### src/rtl/fcpe_pkg.sv
package fcpe_pkg;

  localparam int DEPTH    = 16;
  localparam int KEY_BITS = 64;
  localparam int IDX_W    = $clog2(DEPTH);
  localparam int CNT_W    = $clog2(DEPTH + 1);
  localparam int TAG_W    = 64;
  localparam int VAL_W    = 32;
  localparam int CFG_W    = 5;
  localparam int FUNC_W   = 2;
  localparam int STAT_W   = 2;

  localparam logic [CFG_W-1:0] CAP_RESET = CFG_W'(16);

  typedef enum logic [FUNC_W-1:0] {
    FN_LOOKUP = 2'd0,
    FN_ADD    = 2'd1,
    FN_UPDATE = 2'd2,
    FN_REMOVE = 2'd3
  } func_e;

  typedef enum logic [STAT_W-1:0] {
    ST_OK   = 2'd0,
    ST_MISS = 2'd1,
    ST_FULL = 2'd2,
    ST_RSVD = 2'd3
  } status_e;

  // controller to datapath
  typedef struct packed {
    logic load;
    logic search;
    logic apply;
  } dp_cmd_t;

endpackage

### src/rtl/fcpe_ctrl.sv
module fcpe_ctrl (
  input  logic              clk_i,
  input  logic              rst_ni,
  input  logic              in_valid_i,
  output logic              in_stall_o,
  output logic              out_valid_o,
  input  logic              out_stall_i,
  output fcpe_pkg::dp_cmd_t cmd_o
);

  typedef enum logic [2:0] {
    S_IDLE   = 3'b001,
    S_SEARCH = 3'b010,
    S_APPLY  = 3'b100
  } state_e;

  state_e state_q, state_d;
  logic   out_valid_q, out_valid_d;
  logic   out_free;

  assign out_free = !out_valid_q || !out_stall_i;

  always_comb begin
    state_d     = state_q;
    out_valid_d = out_valid_q;
    cmd_o       = '0;
    if (out_valid_q && !out_stall_i) begin
      out_valid_d = 1'b0;
    end
    unique case (state_q)
      S_IDLE: begin
        if (in_valid_i) begin
          cmd_o.load = 1'b1;
          state_d    = S_SEARCH;
        end
      end
      S_SEARCH: begin
        cmd_o.search = 1'b1;
        state_d      = S_APPLY;
      end
      S_APPLY: begin
        // hold until the result register can take the item
        if (out_free) begin
          cmd_o.apply = 1'b1;
          out_valid_d = 1'b1;
          state_d     = S_IDLE;
        end
      end
      default: begin
        state_d = S_IDLE;
      end
    endcase
  end

  always_ff @(posedge clk_i or negedge rst_ni) begin
    if (!rst_ni) begin
      state_q     <= S_IDLE;
      out_valid_q <= 1'b0;
    end else begin
      state_q     <= state_d;
      out_valid_q <= out_valid_d;
    end
  end

  assign in_stall_o  = (state_q != S_IDLE);
  assign out_valid_o = out_valid_q;

endmodule

### src/rtl/fcpe_dp.sv
module fcpe_dp (
  input  logic                           clk_i,
  input  logic                           rst_ni,
  input  fcpe_pkg::dp_cmd_t              cmd_i,
  input  logic                           cfg_we_i,
  input  logic [fcpe_pkg::CFG_W-1:0]     cfg_wdata_i,
  input  logic [fcpe_pkg::FUNC_W-1:0]    func_i,
  input  logic [fcpe_pkg::TAG_W-1:0]     key_tag_i,
  input  logic [fcpe_pkg::VAL_W-1:0]     value_handle_i,
  input  logic                           pin_i,
  output logic [fcpe_pkg::STAT_W-1:0]    status_o,
  output logic [fcpe_pkg::VAL_W-1:0]     found_value_o,
  output logic                           released_o,
  output logic [fcpe_pkg::VAL_W-1:0]     released_value_o,
  output logic [fcpe_pkg::CNT_W-1:0]     occupancy_o
);

  localparam int D  = fcpe_pkg::DEPTH;
  localparam int IW = fcpe_pkg::IDX_W;
  localparam int CW = fcpe_pkg::CNT_W;
  localparam int KW = fcpe_pkg::KEY_BITS;
  localparam int VW = fcpe_pkg::VAL_W;

  // entry cells, oldest in slot 0
  logic [KW-1:0] key_q [D];
  logic [KW-1:0] key_d [D];
  logic [VW-1:0] val_q [D];
  logic [VW-1:0] val_d [D];
  logic          pin_q [D];
  logic          pin_d [D];
  logic [CW-1:0] count_q, count_d;
  logic [fcpe_pkg::CFG_W-1:0] cap_q;

  // latched item
  fcpe_pkg::func_e op_func_q;
  logic [KW-1:0]   op_key_q;
  logic [VW-1:0]   op_val_q;
  logic            op_pin_q;

  // search results
  logic          hit_q, hit_d, evict_q, evict_d;
  logic [IW-1:0] hit_idx_q, hit_idx_d, evict_idx_q, evict_idx_d;
  logic [CW-1:0] cap_eff;

  // result register
  fcpe_pkg::status_e stat_q, stat_d;
  logic [VW-1:0]     found_q, found_d, relv_q, relv_d;
  logic              rel_q, rel_d;
  logic [CW-1:0]     occ_q;

  logic          drop_en, wr_en;
  logic [IW-1:0] drop_idx, rd_idx;
  logic [CW-1:0] cnt_after;
  logic [VW-1:0] rd_val;

  always_comb begin
    if (int'(cap_q) > D) begin
      cap_eff = CW'(D);
    end else if (cap_q == '0) begin
      cap_eff = CW'(1);
    end else begin
      cap_eff = CW'(cap_q);
    end
  end

  // oldest match, and oldest unpinned entry when at capacity; scan downward so the lowest slot wins
  always_comb begin
    hit_d       = 1'b0;
    hit_idx_d   = '0;
    evict_d     = 1'b0;
    evict_idx_d = '0;
    for (int j = D - 1; j >= 0; j--) begin
      if (CW'(j) < count_q && key_q[j] == op_key_q) begin
        hit_d     = 1'b1;
        hit_idx_d = IW'(j);
      end
      if (CW'(j) < count_q && !pin_q[j] && count_q >= cap_eff) begin
        evict_d     = 1'b1;
        evict_idx_d = IW'(j);
      end
    end
  end

  assign rd_idx = (op_func_q == fcpe_pkg::FN_ADD) ? evict_idx_q : hit_idx_q;
  assign rd_val = val_q[rd_idx];

  always_comb begin
    key_d     = key_q;
    val_d     = val_q;
    pin_d     = pin_q;
    count_d   = count_q;
    stat_d    = fcpe_pkg::ST_OK;
    found_d   = '0;
    rel_d     = 1'b0;
    relv_d    = '0;
    drop_en   = 1'b0;
    drop_idx  = hit_idx_q;
    wr_en     = 1'b0;
    cnt_after = count_q;
    unique case (op_func_q)
      fcpe_pkg::FN_LOOKUP: begin
        if (hit_q) begin
          found_d = rd_val;
        end else begin
          stat_d = fcpe_pkg::ST_MISS;
        end
      end
      fcpe_pkg::FN_ADD: begin
        drop_en   = evict_q;
        drop_idx  = evict_idx_q;
        rel_d     = evict_q;
        relv_d    = evict_q ? rd_val : '0;
        cnt_after = count_q - CW'(evict_q);
        if (cnt_after == CW'(D)) begin
          stat_d = fcpe_pkg::ST_FULL;
        end else begin
          wr_en = 1'b1;
        end
      end
      fcpe_pkg::FN_UPDATE: begin
        if (hit_q) begin
          rel_d            = 1'b1;
          relv_d           = rd_val;
          val_d[hit_idx_q] = op_val_q;
        end else begin
          stat_d = fcpe_pkg::ST_MISS;
        end
      end
      fcpe_pkg::FN_REMOVE: begin
        if (hit_q) begin
          rel_d     = 1'b1;
          relv_d    = rd_val;
          drop_en   = 1'b1;
          cnt_after = count_q - CW'(1);
        end else begin
          stat_d = fcpe_pkg::ST_MISS;
        end
      end
      default: begin
        stat_d = fcpe_pkg::ST_MISS;
      end
    endcase

    // close the gap: every slot at or above the dropped one, but the top slot, takes its upper neighbor
    if (drop_en) begin
      for (int j = 0; j < D - 1; j++) begin
        if (IW'(j) >= drop_idx) begin
          key_d[j] = key_q[j+1];
          val_d[j] = val_q[j+1];
          pin_d[j] = pin_q[j+1];
        end
      end
      count_d = cnt_after;
    end

    if (wr_en) begin
      key_d[cnt_after[IW-1:0]] = op_key_q;
      val_d[cnt_after[IW-1:0]] = op_val_q;
      pin_d[cnt_after[IW-1:0]] = op_pin_q;
      count_d                  = cnt_after + CW'(1);
    end
  end

  always_ff @(posedge clk_i or negedge rst_ni) begin
    if (!rst_ni) begin
      count_q <= '0;
      cap_q   <= fcpe_pkg::CAP_RESET;
    end else begin
      if (cfg_we_i) begin
        cap_q <= cfg_wdata_i;
      end
      if (cmd_i.apply) begin
        count_q <= count_d;
      end
    end
  end

  always_ff @(posedge clk_i) begin
    if (cmd_i.load) begin
      op_func_q <= fcpe_pkg::func_e'(func_i);
      op_key_q  <= key_tag_i[KW-1:0];
      op_val_q  <= value_handle_i;
      op_pin_q  <= pin_i;
    end
    if (cmd_i.search) begin
      hit_q       <= hit_d;
      hit_idx_q   <= hit_idx_d;
      evict_q     <= evict_d;
      evict_idx_q <= evict_idx_d;
    end
    if (cmd_i.apply) begin
      key_q  <= key_d;
      val_q  <= val_d;
      pin_q  <= pin_d;
      stat_q <= stat_d;
      found_q <= found_d;
      rel_q  <= rel_d;
      relv_q <= relv_d;
      occ_q  <= count_d;
    end
  end

  assign status_o         = stat_q;
  assign found_value_o    = found_q;
  assign released_o       = rel_q;
  assign released_value_o = relv_q;
  assign occupancy_o      = occ_q;

endmodule

### src/rtl/fifo_cache_with_pinned_entries.sv
// Channel   Direction  Handshake               Payload
// in        input      in_valid_i / in_stall_o  func_i, key_tag_i, value_handle_i, pin_i
// out       output     out_valid_o / out_stall_i status_o, found_value_o, released_o,
//                                               released_value_o, occupancy_o
// cfg       input      cfg_we_i                 cfg_wdata_i (capacity)
//
// An item goes through accept, a registered compare of the key against all
// 16 cells with priority pick, then one update step that shifts the cells and
// loads the result register. The next item is accepted in the cycle after that.
// Reset clears the entry count and sets capacity to 16; no clearing pass.
// A stalled result holds the update step until the result register frees up.
module fifo_cache_with_pinned_entries (
  input  logic                           clk_i,
  input  logic                           rst_ni,
  input  logic                           cfg_we_i,
  input  logic [fcpe_pkg::CFG_W-1:0]     cfg_wdata_i,
  input  logic                           in_valid_i,
  output logic                           in_stall_o,
  input  logic [fcpe_pkg::FUNC_W-1:0]    func_i,
  input  logic [fcpe_pkg::TAG_W-1:0]     key_tag_i,
  input  logic [fcpe_pkg::VAL_W-1:0]     value_handle_i,
  input  logic                           pin_i,
  output logic                           out_valid_o,
  input  logic                           out_stall_i,
  output logic [fcpe_pkg::STAT_W-1:0]    status_o,
  output logic [fcpe_pkg::VAL_W-1:0]     found_value_o,
  output logic                           released_o,
  output logic [fcpe_pkg::VAL_W-1:0]     released_value_o,
  output logic [fcpe_pkg::CNT_W-1:0]     occupancy_o
);

  fcpe_pkg::dp_cmd_t cmd;

  fcpe_ctrl u_ctrl (
    .clk_i      (clk_i),
    .rst_ni     (rst_ni),
    .in_valid_i (in_valid_i),
    .in_stall_o (in_stall_o),
    .out_valid_o(out_valid_o),
    .out_stall_i(out_stall_i),
    .cmd_o      (cmd)
  );

  fcpe_dp u_dp (
    .clk_i           (clk_i),
    .rst_ni          (rst_ni),
    .cmd_i           (cmd),
    .cfg_we_i        (cfg_we_i),
    .cfg_wdata_i     (cfg_wdata_i),
    .func_i          (func_i),
    .key_tag_i       (key_tag_i),
    .value_handle_i  (value_handle_i),
    .pin_i           (pin_i),
    .status_o        (status_o),
    .found_value_o   (found_value_o),
    .released_o      (released_o),
    .released_value_o(released_value_o),
    .occupancy_o     (occupancy_o)
  );

endmodule

### config.mk
export PLATFORM = sky130hd
export DESIGN_NAME = fifo_cache_with_pinned_entries
export DESIGN_NICKNAME = d
export VERILOG_FILES = /design/src/rtl/fcpe_pkg.sv /design/src/rtl/fcpe_ctrl.sv /design/src/rtl/fcpe_dp.sv /design/src/rtl/fifo_cache_with_pinned_entries.sv
export SDC_FILE = /design/constraint.sdc
export NUM_CORES = 2
export LEC_CHECK = 0
export ABC_AREA = 0
export BUFFER_PORTS_ARGS = -buffer_cell sky130_fd_sc_hd__buf_2
export CAP_MARGIN = 15
export CORE_MARGIN = 4
export CORE_UTILIZATION = 50
export CTS_CLUSTER_DIAMETER = 60
export DETAILED_ROUTE_END_ITERATION = 6
export PLACE_DENSITY = 0.68
export SLEW_MARGIN = 25
export SYNTH_ARGS = -nofsm -noshare
export SYNTH_HDL_FRONTEND = slang
export SYNTH_HIERARCHICAL = 1
export SYNTH_SLANG_ARGS = --single-unit
### constraint.sdc
create_clock -name clk_i -period 39.2 [get_ports clk_i]
set_input_delay 3.92 -clock clk_i [delete_from_list [all_inputs] [get_ports clk_i]]
set_output_delay 3.92 -clock clk_i [all_outputs]
set_load 0.01 [all_outputs]
Word level (Yosys, flattened, before mapping)

Index checks and enable logic that the tools add are counted.
W data, S select, Z words.

Output and inout bits: 74
Input bits: 109
Flip-flop bits (word level): 1,747

Magnitude comparators: 38
Eq/ne operators: 26
Reductions and logical operators: 84
Add/subtract/negate cells: 3
Multiplexer cells: 129
Bitwise operators: 3

Operators by type and width:

| operator             | count |
|---|---|
| $mux W512            | 3 |
| $bwmux W1024         | 1 |
| $bwmux W512          | 2 |
| $eq A64 B64 Y1       | 16 |
| $mux W1024           | 1 |
| $mux W64             | 16 |
| $mux W960            | 1 |
| $mux W32             | 21 |
| $mux W480            | 1 |
| $demux W32 S4        | 2 |
| $demux W64 S4        | 1 |
| $bmux W32 S4         | 1 |
| $mux W4              | 17 |
| $pmux W32 S2         | 1 |
| $logic_and A1 B1 Y1  | 51 |
| $lt A4 B5 Y1 const A | 8 |
| $mux W1              | 32 |
| $mux W3              | 10 |
| $reduce_or A15 Y1    | 2 |
| $ge A4 B4 Y1 const A | 7 |
| $mux W5              | 5 |
| $lt A3 B5 Y1 const A | 4 |
| $logic_not A1 Y1     | 18 |
| $bwmux W16           | 1 |
| 38 further kinds     | 61 |

Longest topological paths before layout

Depth in word-level cells: 20
Mapped depth: 15
Gate-level depth less buffers: 14

Modules after synthesis

The synthesis kept the hierarchy.

Modules (own cells, without submodules):

| module    | instances | sequential area each (um^2) | area an instance (um^2) | cells an instance |
|---|---|---|---|---|
| fcpe_dp   | 1         | 52,291.4                    | 99,838.3                | 10,269 |
| fcpe_ctrl | 1         | 101.3                       | 209.0                   | 17 |

Worst setup path after synthesis

Ideal clock, no wire load.

Kind: input-to-reg
Start: input out_stall_i
End: register with a tool-made name
Arrival time: 41.770 ns
Slack: -3.000 ns
Stages: 4
Data required time: 38.770 ns
Path through: nand2_1 and3_1 clkbuf_1 and3_1

RTL lines:

| element         | RTL line                             | text |
|---|---|---|
| start, declared | fifo_cache_with_pinned_entries.sv:24 | `input logic out_stall_i,` |

==> results.md <==
* Number of max-cap violations at 0
* Top-Level Pins at approximately 180
* Clock slew at reported path FFs at roughly 60 ps
* Largest net degree at the start of global routing at approximately 190
* Via count at between 80,000 and 90,000
* Peak supply drop at approximately 0.056 mV
* First-pass GRT wire length at roughly 550,000 µm
* Synth Warn # at 6
* Asr flop ratio synth at less than 1%
* Die area at roughly 210,000 µm²
* Post-route non-filler standard cell count at between 10,000 and 15,000
* Max-slew violations at 0
* Failing checks: DRC
* Initial core utilization at 50.5%
* Critical path class: input pin to flop
* Cells after Synth at between 10,000 and 15,000
* Crit-path most repeated cell: buf_4
* Slowest stage cell on the critical path: buf_4
* R2r setup slk at between 30,000 and 40,000 ps
* Crit path required time at slightly below 40,000 ps
* First-pass iteration count of the detailed router at 7
* DRT antenna net count at 0
* Period utilization at between 20% and 30%
* Postcts setup bufs at 0
* Final setup fails at 0
* CP top delay family: buffers and inverters
* Number of synthesized register bits at 1,747
* Rows at 163
* Area Growth Syn to Fin at 8.71%
* Placed Instances at between 10,000 and 15,000
* Clock Skew at around 34 ps
* Vias/cell at 6.68
* Vias in the first global route at ~79,000
* Pwr Density at ~58 nW/µm²
* Layout cells sized above 1 at under 10%
* Sequential element share of the synthesized area at a little over half
* Hold-fix buffers, CTS at 0
* Min-Delay Path Class: flop to flop
* CTS sink cnt at roughly 1,700
* Final nets at 10,055
* Post-synth EDFFs at ~1,700
* Core Util, Final at between 50% and 60%
* Most frequent cells in the layout: nand2_1 (2,232), edfxtp_1 (1,733), nor2_1 (850)
* Outcome: finished, violations left
* CTS tree: yes
* Root buf cell: clkbuf_16
* Antenna violations before repair at 5
* Iter 0 DRT Violations at roughly 14,000
* Final worst slack at about 31,000 ps
* CP Cell Sequence: buf_2 > nand2_1 > and3_4 > buf_4 > buf_4 > buf_4 > buf_4 > buf_4
* Top_reg_cell synth: edfxtp_1
* Total congestion overflow at 0
* Crit end category: flop
* HPWL after DPL at between 200,000 and 300,000 µm
* Worst-path fanout max at just under 70
* Unique cell type count in the Yosys netlist at 74
* RSZ-0062 raised after global routing: false
* Maximum clock path buffer count at 3
* Routed Wire Length at between 300,000 and 400,000 µm
* All-layer global routing usage at 36.0%
* Number of CTS-inserted buffers at slightly below 200
* Post-CTS sizing at 0
* Global placer's final weighted congestion at between 0.9 and 1
* Fill count at 17,256
* Cell Area, Synth at between 100,000 and 150,000 µm²
* Input/output buffers at around 180
* Crit path arrival time at around 8600 ps
* Commonest non-fill, non-tap cell in the layout: nand2_1
* Final setup TNS at 0 ps
* Die H at roughly 460 µm
* Clock Latency Late Sink at 890 ps
* Total power at 6.26 mW
* CP Buf/Inv Count at 6
* Post-Syn Area per Cell at around 9.7 µm²
* CP peak stage delay at 880 ps
* Max Freq at 0.124 GHz
* Relative slew slack at 14.8%
* Syn nets at 10,408
* Register area at 52,400 µm²
* Pre-CTS setup slack at between 30,000 and 40,000 ps
* Core Region at 198,000 µm²
* H-tree depth at 4
* Min Tclk post-route at around 8000 ps
* Leak at between 30 and 40 nW
* DR DRC count at 7
* Startpoint Class: input pin
* Final Hold Viols at 0
* Die W at between 400 and 500 µm
* Footprint of the multi-input gates at 43,900 µm²
* Routed len/inst at roughly 30 µm
* Worst-Margin Slew at 1270 ps
-- routing by layer --
layer | wire length [µm] | vias to the layer above | global-route usage (%)
met2 | 168000 | 6767 | 54.2
met4 | 41000 | 0 | 30.4
li1 | - | 36179 | -
met3 | 48500 | 1783 | 9.15
met1 | 129000 | 40369 | 43.4
met5 | 0 | - | 0.0689
-- path summary, 6_finish.rpt --
kind | startpoint | endpoint | cells after the start
min | u_dp/cap_q[0] | u_dp/cap_q[0] | 1
max in group asynchronous | rst_ni | u_ctrl/state_q[0] | 1
max | out_stall_i | u_dp/key_q[221] | 8
min in group asynchronous | rst_ni | u_dp/count_q[2] | 1
max reg2reg | u_ctrl/state_q[1] | u_dp/key_q[221] | 7
min reg2reg | u_dp/cap_q[0] | u_dp/cap_q[0] | 1
-- layout make-up --
class | count | share of cell area (%)
diodes | 4 | 0.00920
clock buffers | 254 | 4.84
clock inverters | 106 | 0.762
inverters | 35 | 0.121
multi-input cells | 7523 | 40.3
flip-flops and latches | 1747 | 48.2
well taps | 2640 | 3.04
repair buffers | 428 | 2.72
-- synthesized netlist by cell type (12+ instances only) --
| master | count | share of area (%) |
|---|---|---|
| o21ai_1 | 27 | 0.14 |
| a311oi_1 | 97 | 0.85 |
| inv_1 | 33 | 0.12 |
| nor2_1 | 867 | 3.3 |
| o21ai_0 | 726 | 3.6 |
| buf_4 | 15 | 0.11 |
| and3_1 | 102 | 0.64 |
| mux2i_1 | 516 | 5.2 |
| nand3_1 | 92 | 0.46 |
| xor2_1 | 461 | 4.0 |
| o22ai_1 | 295 | 1.8 |
| buf_2 | 315 | 1.6 |
| a21oi_1 | 286 | 1.4 |
| xnor2_1 | 555 | 4.9 |
| nand4_1 | 169 | 1.1 |
| dfrtp_1 | 12 | 0.30 |
| clkbuf_1 | 601 | 2.3 |
| buf_1 | 45 | 0.17 |
| o31ai_1 | 33 | 0.25 |
| edfxtp_1 | 1733 | 52 |
| a31oi_1 | 499 | 3.1 |
| nand2_1 | 2246 | 8.4 |
| a22oi_1 | 221 | 1.7 |
| nor4_1 | 137 | 0.86 |
| mux2_2 | 37 | 0.42 |
| ha_1 | 13 | 0.16 |
| nor3_1 | 35 | 0.18 |
-- cell families after synthesis --
group                    synth area share, %
AO/OA/AOI/OAI                           13.3
XOR/XNOR                                8.91
adder cells (fa/ha/maj)                0.163
buffers and inverters                   4.29
flip-flops                              52.4
multiplexers                            5.62
AND/OR/NAND/NOR                         15.3
-- metrics by stage --
step / hold slack (ps) / area (µm²)
floorplan: 424 / 100000
global placement: 504 / 102000
detailed placement: 508 / 103000
CTS: 531 / 109000
global route: 558 / 109000
finish: 528 / 109000
-- report_power, final --
group | leakage (nW) | internal (mW) | switching (mW) | total [mW]
clock | 2.97 | 1.00 | 0.800 | 1.80
combinational | 18.1 | 0.598 | 1.37 | 1.96
sequential | 15.8 | 2.31 | 0.174 | 2.49
total | 36.9 | 3.92 | 2.34 | 6.26
-- registers in the layout, indices dropped and copies added (netlist names), 5 cells and up, named ones only --
register,count
u_dp/cap_q,5
u_dp/val_q,512
u_dp/released_value_o,32
u_dp/op_key_q,64
u_dp/count_q,5
u_dp/occupancy_o,5
u_dp/op_val_q,32
u_dp/pin_q,15
u_dp/key_q,960
u_dp/found_value_o,32
(Power assumes the default switching activity.)
